==> src/design/dptp_pkg.sv <==
`timescale 1ns / 1ps
// ----------------------------------------------------------------------------
// dptp_pkg
// Widths, register codes and reset values of the depth pixel to point block.
// ----------------------------------------------------------------------------
package dptp_pkg;

  // Field widths
  localparam int unsigned DEPTH_W  = 16;
  localparam int unsigned PIX_W    = 10;
  localparam int unsigned CHAN_W   = 8;
  localparam int unsigned COLOR_W  = 24;
  localparam int unsigned CENTER_W = 14;
  localparam int unsigned INV_W    = 24;
  localparam int unsigned LAT_W    = 21;

  // Stream data widths, padded to whole bytes
  localparam int unsigned S_TDATA_W = 64;
  localparam int unsigned M_TDATA_W = 88;
  localparam int unsigned M_USED_W  = 2 * LAT_W + DEPTH_W + COLOR_W;

  // Configuration port
  localparam int unsigned CFG_IDX_W  = 3;
  localparam int unsigned CFG_DATA_W = 24;

  typedef enum logic [CFG_IDX_W-1:0] {
    REG_ROW_CENTER = 3'd0,
    REG_COL_CENTER = 3'd1,
    REG_INV_ROW_F  = 3'd2,
    REG_INV_COL_F  = 3'd3,
    REG_MAX_DEPTH  = 3'd4,
    REG_COLOR_MODE = 3'd5
  } reg_idx_e;

  // Register reset values
  localparam logic [CENTER_W-1:0] ROW_CENTER_RST = 14'd1906;
  localparam logic [CENTER_W-1:0] COL_CENTER_RST = 14'd3832;
  localparam logic [INV_W-1:0]    INV_FOCAL_RST  = 24'd31957;
  localparam logic [DEPTH_W-1:0]  MAX_DEPTH_RST  = 16'd2000;

  localparam logic [COLOR_W-1:0]  COLOR_WHITE    = 24'hFFFFFF;

  // Arithmetic widths: |offset| * Z, then * 1/f, then round and drop 28 bits
  localparam int unsigned OFF_W     = CENTER_W;
  localparam int unsigned PROD1_W   = OFF_W + DEPTH_W;
  localparam int unsigned PROD2_W   = PROD1_W + INV_W;
  localparam int unsigned FRAC_BITS = 28;
  localparam int unsigned MAG_W     = PROD2_W + 1 - FRAC_BITS;

  localparam logic [LAT_W-1:0] LAT_POS_MAX = 21'h0FFFFF;
  localparam logic [LAT_W-1:0] LAT_NEG_MAG = 21'h100000;

endpackage

==> src/design/depth_pixel_to_point.sv <==
`timescale 1ns / 1ps
// ----------------------------------------------------------------------------
// depth_pixel_to_point
// Pinhole back-projection of a depth pixel into a 3-D point in millimetres.
// ----------------------------------------------------------------------------
//
//  port group   dir  contents (tdata from bit 0 up)
//  s_axis_*     in   depth_mm[15:0] pixel_row[25:16] pixel_col[35:26]
//                    red[43:36] green[51:44] blue[59:52], zero pad to 64
//  m_axis_*     out  point_x_mm[20:0] point_y_mm[41:21] point_z_mm[57:42]
//                    packed_color[81:58], zero pad to 88
//  cfg_*        in   write enable, register index, write data
//
//  One pixel per clock while m_axis is not stalled. A kept pixel passes
//  the offset stage, the |offset| * Z multiplier, the * 1/f multiplier,
//  and round and saturate into the output register that drives m_axis.
//  Pixels with zero depth or depth above max_depth_mm are accepted and dropped.
//  Each stage holds while the next is full and stalled; empty stages fill in,
//  so a stall on m_axis loses and repeats nothing. Reset clears valid bits
//  and loads the register defaults.
//
module depth_pixel_to_point #(
  parameter int unsigned COORD_BITS = 10
) (
  input  logic                                clk_i,
  input  logic                                rst_ni,
  // pixel requests
  input  logic                                s_axis_tvalid,
  output logic                                s_axis_tready,
  // depth_mm, pixel_row, pixel_col, red, green, blue
  input  logic [dptp_pkg::S_TDATA_W-1:0]      s_axis_tdata,
  // point results
  output logic                                m_axis_tvalid,
  input  logic                                m_axis_tready,
  // point_x_mm, point_y_mm, point_z_mm, packed_color
  output logic [dptp_pkg::M_TDATA_W-1:0]      m_axis_tdata,
  // register writes
  input  logic                                cfg_we_i,
  input  logic [dptp_pkg::CFG_IDX_W-1:0]      cfg_idx_i,
  input  logic [dptp_pkg::CFG_DATA_W-1:0]     cfg_wdata_i
);

  // Coordinate bits that count; the port carries at most PIX_W of them
  localparam int unsigned CW = (COORD_BITS < dptp_pkg::PIX_W) ? COORD_BITS
                                                              : dptp_pkg::PIX_W;

  // ---------------------------------------------------------------------------
  // Configuration registers
  // ---------------------------------------------------------------------------
  logic [dptp_pkg::CENTER_W-1:0] row_center_q;
  logic [dptp_pkg::CENTER_W-1:0] col_center_q;
  logic [dptp_pkg::INV_W-1:0]    inv_row_q;
  logic [dptp_pkg::INV_W-1:0]    inv_col_q;
  logic [dptp_pkg::DEPTH_W-1:0]  max_depth_q;
  logic                          color_mode_q;

  // Write the addressed register; drop unknown indexes
  always_ff @(posedge clk_i or negedge rst_ni) begin
    if (!rst_ni) begin
      row_center_q <= dptp_pkg::ROW_CENTER_RST;
      col_center_q <= dptp_pkg::COL_CENTER_RST;
      inv_row_q    <= dptp_pkg::INV_FOCAL_RST;
      inv_col_q    <= dptp_pkg::INV_FOCAL_RST;
      max_depth_q  <= dptp_pkg::MAX_DEPTH_RST;
      color_mode_q <= 1'b1;
    end else if (cfg_we_i) begin
      unique case (cfg_idx_i)
        dptp_pkg::REG_ROW_CENTER: row_center_q <= cfg_wdata_i[dptp_pkg::CENTER_W-1:0];
        dptp_pkg::REG_COL_CENTER: col_center_q <= cfg_wdata_i[dptp_pkg::CENTER_W-1:0];
        dptp_pkg::REG_INV_ROW_F:  inv_row_q    <= cfg_wdata_i[dptp_pkg::INV_W-1:0];
        dptp_pkg::REG_INV_COL_F:  inv_col_q    <= cfg_wdata_i[dptp_pkg::INV_W-1:0];
        dptp_pkg::REG_MAX_DEPTH:  max_depth_q  <= cfg_wdata_i[dptp_pkg::DEPTH_W-1:0];
        dptp_pkg::REG_COLOR_MODE: color_mode_q <= cfg_wdata_i[0];
        default: ;
      endcase
    end
  end

  // ---------------------------------------------------------------------------
  // Stage payload types
  // ---------------------------------------------------------------------------
  typedef struct packed {
    logic                           neg_x;
    logic                           neg_y;
    logic [dptp_pkg::OFF_W-1:0]     off_x;
    logic [dptp_pkg::OFF_W-1:0]     off_y;
    logic [dptp_pkg::DEPTH_W-1:0]   z;
    logic [dptp_pkg::COLOR_W-1:0]   color;
  } off_stage_t;

  typedef struct packed {
    logic                           neg_x;
    logic                           neg_y;
    logic [dptp_pkg::PROD1_W-1:0]   prod_x;
    logic [dptp_pkg::PROD1_W-1:0]   prod_y;
    logic [dptp_pkg::DEPTH_W-1:0]   z;
    logic [dptp_pkg::COLOR_W-1:0]   color;
  } mul1_stage_t;

  typedef struct packed {
    logic                           neg_x;
    logic                           neg_y;
    logic [dptp_pkg::PROD2_W-1:0]   prod_x;
    logic [dptp_pkg::PROD2_W-1:0]   prod_y;
    logic [dptp_pkg::DEPTH_W-1:0]   z;
    logic [dptp_pkg::COLOR_W-1:0]   color;
  } mul2_stage_t;

  // Round half away from zero on the magnitude, then saturate and apply sign
  function automatic logic [dptp_pkg::LAT_W-1:0] round_sat(
    input logic [dptp_pkg::PROD2_W-1:0] prod,
    input logic                         neg
  );
    logic [dptp_pkg::PROD2_W:0]      sum;
    logic [dptp_pkg::MAG_W-1:0]      mag;
    logic [dptp_pkg::LAT_W-1:0]      lim;
    sum = {1'b0, prod} + ((dptp_pkg::PROD2_W+1)'(1) << (dptp_pkg::FRAC_BITS - 1));
    mag = sum[dptp_pkg::PROD2_W:dptp_pkg::FRAC_BITS];
    if (neg) begin
      lim = (mag > dptp_pkg::MAG_W'(dptp_pkg::LAT_NEG_MAG)) ? dptp_pkg::LAT_NEG_MAG
                                                          : mag[dptp_pkg::LAT_W-1:0];
      return ~lim + dptp_pkg::LAT_W'(1);
    end else begin
      return (mag > dptp_pkg::MAG_W'(dptp_pkg::LAT_POS_MAX)) ? dptp_pkg::LAT_POS_MAX
                                                           : mag[dptp_pkg::LAT_W-1:0];
    end
  endfunction

  // ---------------------------------------------------------------------------
  // Handshake: a stage takes new data when it is empty or the next one moves
  // ---------------------------------------------------------------------------
  logic        off_vld_q, mul1_vld_q, mul2_vld_q, out_vld_q;
  logic        off_rdy, mul1_rdy, mul2_rdy, out_rdy;

  assign out_rdy       = !out_vld_q  || m_axis_tready;
  assign mul2_rdy      = !mul2_vld_q || out_rdy;
  assign mul1_rdy      = !mul1_vld_q || mul2_rdy;
  assign off_rdy       = !off_vld_q  || mul1_rdy;
  assign s_axis_tready = off_rdy;

  // ---------------------------------------------------------------------------
  // Stage 1: unpack, depth window, centre offsets, colour
  // ---------------------------------------------------------------------------
  logic [dptp_pkg::DEPTH_W-1:0]  in_z;
  logic [CW-1:0]                 in_row, in_col;
  logic [dptp_pkg::CHAN_W-1:0]   in_red, in_green, in_blue;
  logic [dptp_pkg::OFF_W-1:0]    pos_x, pos_y;
  logic                          in_keep;
  off_stage_t                    off_d, off_q;

  assign in_z     = s_axis_tdata[15:0];
  assign in_row   = s_axis_tdata[16 +: CW];
  assign in_col   = s_axis_tdata[26 +: CW];
  assign in_red   = s_axis_tdata[43:36];
  assign in_green = s_axis_tdata[51:44];
  assign in_blue  = s_axis_tdata[59:52];

  assign in_keep  = (in_z != '0) && (in_z <= max_depth_q);
  assign pos_x    = dptp_pkg::OFF_W'({in_col, 4'b0000});
  assign pos_y    = dptp_pkg::OFF_W'({in_row, 4'b0000});

  always_comb begin
    off_d.neg_x = pos_x < col_center_q;
    off_d.neg_y = pos_y < row_center_q;
    off_d.off_x = off_d.neg_x ? (col_center_q - pos_x) : (pos_x - col_center_q);
    off_d.off_y = off_d.neg_y ? (row_center_q - pos_y) : (pos_y - row_center_q);
    off_d.z     = in_z;
    off_d.color = color_mode_q ? {in_red, in_green, in_blue} : dptp_pkg::COLOR_WHITE;
  end

  // ---------------------------------------------------------------------------
  // Stage 2: |offset| * Z
  // ---------------------------------------------------------------------------
  mul1_stage_t mul1_d, mul1_q;

  always_comb begin
    mul1_d.neg_x  = off_q.neg_x;
    mul1_d.neg_y  = off_q.neg_y;
    mul1_d.prod_x = dptp_pkg::PROD1_W'(off_q.off_x) * dptp_pkg::PROD1_W'(off_q.z);
    mul1_d.prod_y = dptp_pkg::PROD1_W'(off_q.off_y) * dptp_pkg::PROD1_W'(off_q.z);
    mul1_d.z      = off_q.z;
    mul1_d.color  = off_q.color;
  end

  // ---------------------------------------------------------------------------
  // Stage 3: * reciprocal focal length
  // ---------------------------------------------------------------------------
  mul2_stage_t mul2_d, mul2_q;

  always_comb begin
    mul2_d.neg_x  = mul1_q.neg_x;
    mul2_d.neg_y  = mul1_q.neg_y;
    mul2_d.prod_x = dptp_pkg::PROD2_W'(mul1_q.prod_x) * dptp_pkg::PROD2_W'(inv_col_q);
    mul2_d.prod_y = dptp_pkg::PROD2_W'(mul1_q.prod_y) * dptp_pkg::PROD2_W'(inv_row_q);
    mul2_d.z      = mul1_q.z;
    mul2_d.color  = mul1_q.color;
  end

  // ---------------------------------------------------------------------------
  // Stage 4: round, saturate, pack into the output register
  // ---------------------------------------------------------------------------
  logic [dptp_pkg::M_TDATA_W-1:0] out_d, out_q;

  assign out_d = dptp_pkg::M_TDATA_W'({mul2_q.color, mul2_q.z,
                                       round_sat(mul2_q.prod_y, mul2_q.neg_y),
                                       round_sat(mul2_q.prod_x, mul2_q.neg_x)});

  // ---------------------------------------------------------------------------
  // Valid bits
  // ---------------------------------------------------------------------------
  always_ff @(posedge clk_i or negedge rst_ni) begin
    if (!rst_ni) begin
      off_vld_q  <= 1'b0;
      mul1_vld_q <= 1'b0;
      mul2_vld_q <= 1'b0;
      out_vld_q  <= 1'b0;
    end else begin
      if (off_rdy)  off_vld_q  <= s_axis_tvalid && in_keep;
      if (mul1_rdy) mul1_vld_q <= off_vld_q;
      if (mul2_rdy) mul2_vld_q <= mul1_vld_q;
      if (out_rdy)  out_vld_q  <= mul2_vld_q;
    end
  end

  // Advance payloads; hold them while the stage is stalled
  always_ff @(posedge clk_i) begin
    if (off_rdy)  off_q  <= off_d;
    if (mul1_rdy) mul1_q <= mul1_d;
    if (mul2_rdy) mul2_q <= mul2_d;
    if (out_rdy)  out_q  <= out_d;
  end

  assign m_axis_tvalid = out_vld_q;
  assign m_axis_tdata  = out_q;

endmodule

==> config.mk <==
export PLATFORM = sky130hd
export DESIGN_NAME = depth_pixel_to_point
export DESIGN_NICKNAME = d
export VERILOG_FILES = /design/src/design/dptp_pkg.sv /design/src/design/depth_pixel_to_point.sv
export SDC_FILE = /design/constraint.sdc
export NUM_CORES = 2
export LEC_CHECK = 0
export ABC_CLOCK_PERIOD_IN_PS = 15100
export BUFFER_PORTS_ARGS = -buffer_cell sky130_fd_sc_hd__buf_4
export CORE_MARGIN = 2
export CORE_UTILIZATION = 50
export CTS_BUF_LIST = sky130_fd_sc_hd__clkbuf_8
export DETAILED_ROUTE_END_ITERATION = 8
export GPL_TIMING_DRIVEN = 0
export MAX_ROUTING_LAYER = met4
export PLACE_DENSITY = 0.66
export SYNTH_ARGS = -nofsm -noshare
export SYNTH_HDL_FRONTEND = slang
export SYNTH_SLANG_ARGS = --single-unit
==> constraint.sdc <==
create_clock -name clk_i -period 15.1 [get_ports clk_i]
set_clock_uncertainty 0.15 [all_clocks]
set_input_delay 0.755 -clock clk_i [delete_from_list [all_inputs] [get_ports clk_i]]
set_output_delay 0.755 -clock clk_i [all_outputs]
set_load 0.05 [all_outputs]
-- Word level (Yosys, flattened, before mapping)
Index checks and enable logic that the tools add are counted.
Widths: inputs -> output; s select.
- magnitude comparators: 7
- $mul: 4
- equal/unequal tests: 5
- bitwise gates (word level): 2
- muxes and demuxes: 8
- $add $sub $neg: 8
- reduce and logical (&&, ||, !) cells: 18
- operator list (operator ; number):
    $mux 21 ; 6
    $add 54x28->55 const B ; 2
    $mul 30x24->54 ; 2
    $mul 14x16->30 ; 2
    $sub 14x14->14 ; 4
    $gt 27x20->1 const B ; 2
    $gt 27x21->1 const B ; 2
    $add 21x1->21 const B ; 2
    $not 21->21 ; 2
    $lt 14x14->1 ; 2
    $mux 14 ; 2
    $le 16x16->1 ; 1
    $reduce_bool 16->1 ; 1
    $reduce_and 2->1 ; 6
    $eq 3x2->1 const B ; 2
    $eq 3x3->1 const B ; 2
    $logic_not 1->1 ; 4
    $logic_or 1x1->1 ; 4
    $eq 3x1->1 const B ; 1
    $logic_not 3->1 ; 1
    $logic_and 1x1->1 ; 2
- input bits: 96
- output and inout bits: 90
- word-level logic and storage cells: 81
- register bits after elaboration: 501

-- Depth between registers and ports, before layout
- word-level depth: 6
- depth in mapped cells: 27
- mapped depth without buffers: 25

-- Worst setup path before layout
OpenSTA, ideal clock, no wires.
- path kind: reg-to-reg
- from: reg inv_col_q[0] (netlist bit)
- to: reg mul2_q[140] (netlist bit) (data pin)
- cell stages (with the launch flop): 26
- data arrival time: 6.926 ns
- buffers on the path: 2
- data required time: 14.691 ns
- setup slack: 7.765 ns
- period minus slack after synthesis: 7.335 ns
- setup time: 0.259 ns
- cell sequence: dfstp_2 -> clkbuf_1 -> clkbuf_1 -> and2_1 -> fa_1 -> fa_1 -> inv_1 -> fa_1 -> fa_1 -> inv_1 -> fa_1 -> fa_1 -> inv_1 -> fa_1 -> inv_1 -> ha_1 -> a211o_1 -> o211a_1 -> o22ai_1 -> a2bb2oi_1 -> a21oi_1 -> or3_1 -> a31oi_1 -> o21ai_1 -> a21o_1 -> xor2_1
- RTL lines (what ; RTL line ; text):
    start: declaration ; depth_pixel_to_point.sv:53 ; logic [dptp_pkg::INV_W-1:0] inv_col_q;
    start signal: assignment ; depth_pixel_to_point.sv:63 ; inv_col_q <= dptp_pkg::INV_FOCAL_RST;
    start signal: assignment ; depth_pixel_to_point.sv:71 ; dptp_pkg::REG_INV_COL_F: inv_col_q <= cfg_wdata_i[dptp_pkg::INV_W-1:0];
    end signal: assignment ; depth_pixel_to_point.sv:229 ; if (mul2_rdy) mul2_q <= mul2_d;
    end: declaration ; depth_pixel_to_point.sv:188 ; mul2_stage_t mul2_d, mul2_q;

==> flow_metrics.tcl <==
set metrics [dict create \
    area_delta_synth_final_pct 7.372 \
    overflow 0 \
    place_congestion 1.050 \
    grt_start_max_net_pins 69 \
    first_pass_iters 8 \
    synth_edf_count 350 \
    cts_sinks 447 \
    yosysTopAreaCell "fa_1" \
    cts_max_level 3 \
    fmax_mhz 105.9 \
    critPathMostFrequentCell "fa_1" \
    crit_fanout 10 \
    routed_wl_um 243500 \
    critPathMaxStageDelay_ns 0.83 \
    netlist_area_mm2 0.07858 \
    synth_top_area_share_pct 39.69 \
    vias_per_cell 5.526 \
    dpl.hpwl_um 199800 \
    die_h_um 400.4 \
    final.setup.tns_ns 0 \
    fp.coreArea_mm2 0.1562 \
    slowest_stage "a221oi_1" \
    synthTopCellsByArea "fa_1 (40%), edfxtp_1 (13%), ha_1 (9.5%)" \
    synth_seq_cells 447 \
    startpoint_type "flop" \
    fin_util_pct 54.02 \
    synth-main-ff-cell "edfxtp_1" \
    avgSynthCellArea_um2 9.718 \
    dieArea_mm2 0.1604 \
    track_usage_pct 31.82 \
    cts_buffer_depth 3 \
    synth_common_cells "inv_1 (1765), fa_1 (1558), nand2_1 (1150)" \
    cp_num_buf_inv 6 \
    path_delay_family "adder cells" \
    required_ns 15.42 \
    final_nets 10613 \
    fillers 14146 \
    fin_cells 10501 \
    rows 145 \
    grt_setup_unrepaired "no" \
    syn_inst 8086 \
    synth.distinct_cells 101 \
    setup_viol 0 \
    fin_crit_sh_pct 62.54 \
    grt_pass1_wl_um 371400 \
    run_status "complete, no violations" \
    path_clk_slew_ns 0.07 \
    route.detailed.drc 0 \
    chipWidth_um 400.4 \
    cts_buffers 77 \
    clockRootBuffer "clkbuf_8" \
    cts.repair.resized 0 \
    start_util_pct 50.31 \
    synth_most_common_cell "inv_1" \
    ioPinCount 186 \
    worst_pin_slew_ns 1.163 \
    hold_path_class "input port to flop" \
    drv_cap 0 \
    whs_ns 0.06242 \
    antenna_found_initial 28 \
    ant_nets 0 \
    vias 58027 \
    port_buffers 175 \
    setup.worst_path.end_class "flop" \
    wl_per_cell_um 23.19 \
    drtIter0Drc 5339 \
    period_needed_ns 9.444 \
    grt_pass1_vias 61186 \
    hold_violations 0 \
    drive_gt1_share_pct 5.544 \
    finalMaxSlewViolations 0 \
    cts_tree "built" \
    worstSkewPairLatency_ns 0.76 \
    post-place-cells 10336 \
    slew_headroom_pct 22.43 \
    worst_ep_arrival_time_ns 9.76 \
    ys_async_sr_fraction_pct 21.70 \
    synth_warnings 0 \
    crit_type "flop to flop" \
    yosysSeqAreaShare_pct 16.53 \
]
[state kept, by name (all words and copies together) (netlist names), 14 cells and up]
name / flops
mul2_q: 96
mul1_q: 102
inv_col_q: 24
inv_row_q: 24
row_center_q: 14
max_depth_q: 16
col_center_q: 14
mul1_d: 42
m_axis_tdata: 82
off_q: 28
[per-stage QoR]
stage / setup WS (ns) / instance area [um2]
finish: 5.656 / 84380
global route: 5.323 / 84360
CTS: 5.735 / 84320
detailed placement: 5.783 / 82750
global placement: 5.577 / 82490
floorplan: 7.765 / 78600
[layout make-up]
class	count	area, um2	share of cell area [%]
Antenna cell	20	50.05	0.05932
Buffer	396	1592	1.886
Clock buffer	81	1115	1.321
Clock inverter	60	422.9	0.5012
Inverter	1766	6631	7.859
Multi-Input combinational cell	5482	57430	68.07
Sequential cell	447	12990	15.40
Tap cell	2058	2575	3.052
Timing Repair Buffer	191	1567	1.857
[path summary, 6_finish.rpt]
| kind | from | to | slack [ns] | depth (start not counted) |
|---|---|---|---|---|
| max in group asynchronous | rst_ni | color_mode_q | 13.66 | 3 |
| hold / removal | s_axis_tdata[1] | mul1_d[25] | 0.06 | 1 |
| min in group asynchronous | rst_ni | max_depth_q[3] | 0.36 | 2 |
| setup reg to reg | inv_row_q[0] | mul2_q[88] | 5.66 | 25 |
| setup / recovery | inv_row_q[0] | mul2_q[88] | 5.66 | 25 |
| hold reg to reg | mul1_q[12] | mul2_q[12] | 0.24 | 0 |
[routing by layer]
metal	vias up	global-route usage, %	part of all wire (%)	routed length (um)
met3	590	9.798	13	31020
met1	29395	42.04	40	98070
met2	3043	46.21	43	103900
met5	-	-	0	0
met4	0	11.75	4.3	10550
li1	24999	-	-	-
[cell usage in the layout, fill, tap and decap left out, drive strengths merged, types with 19 or more instances in the layout]
master,n
a211oi,19
a21o,91
a21oi,129
a31oi,21
and2,900
and3,34
buf,212
clkbuf,451
clkinv,25
dfrtp,55
dfstp,42
diode,20
edfxtp,350
fa,1558
ha,598
inv,1791
mux2,57
nand2,1150
nand2b,44
nand3,56
nand4,37
nor2,118
nor2b,24
nor3,55
o21a,26
o21ai,130
o21bai,21
xnor2,125
xor2,61
[kinds of logic after synthesis]
kind of cell	after synthesis	share of synthesized area, %
flops	447	16.53
fa+ha+maj	2156	49.21
xor+xnor	186	2.083
other cells	1	0.004772
simple gates	2496	15.93
compound gates	567	4.783
mux	71	0.9951
buf+inv	2162	10.46
[repair_timing]
item / CTS / global route
buffers inserted: 0 / 0
endpoints found under the hold margin: 26 / 0
hold buffers: 3 / 0
Power is not shown: default switching activity piles up to over one toggle a cycle in this logic, so the estimate is an artifact.
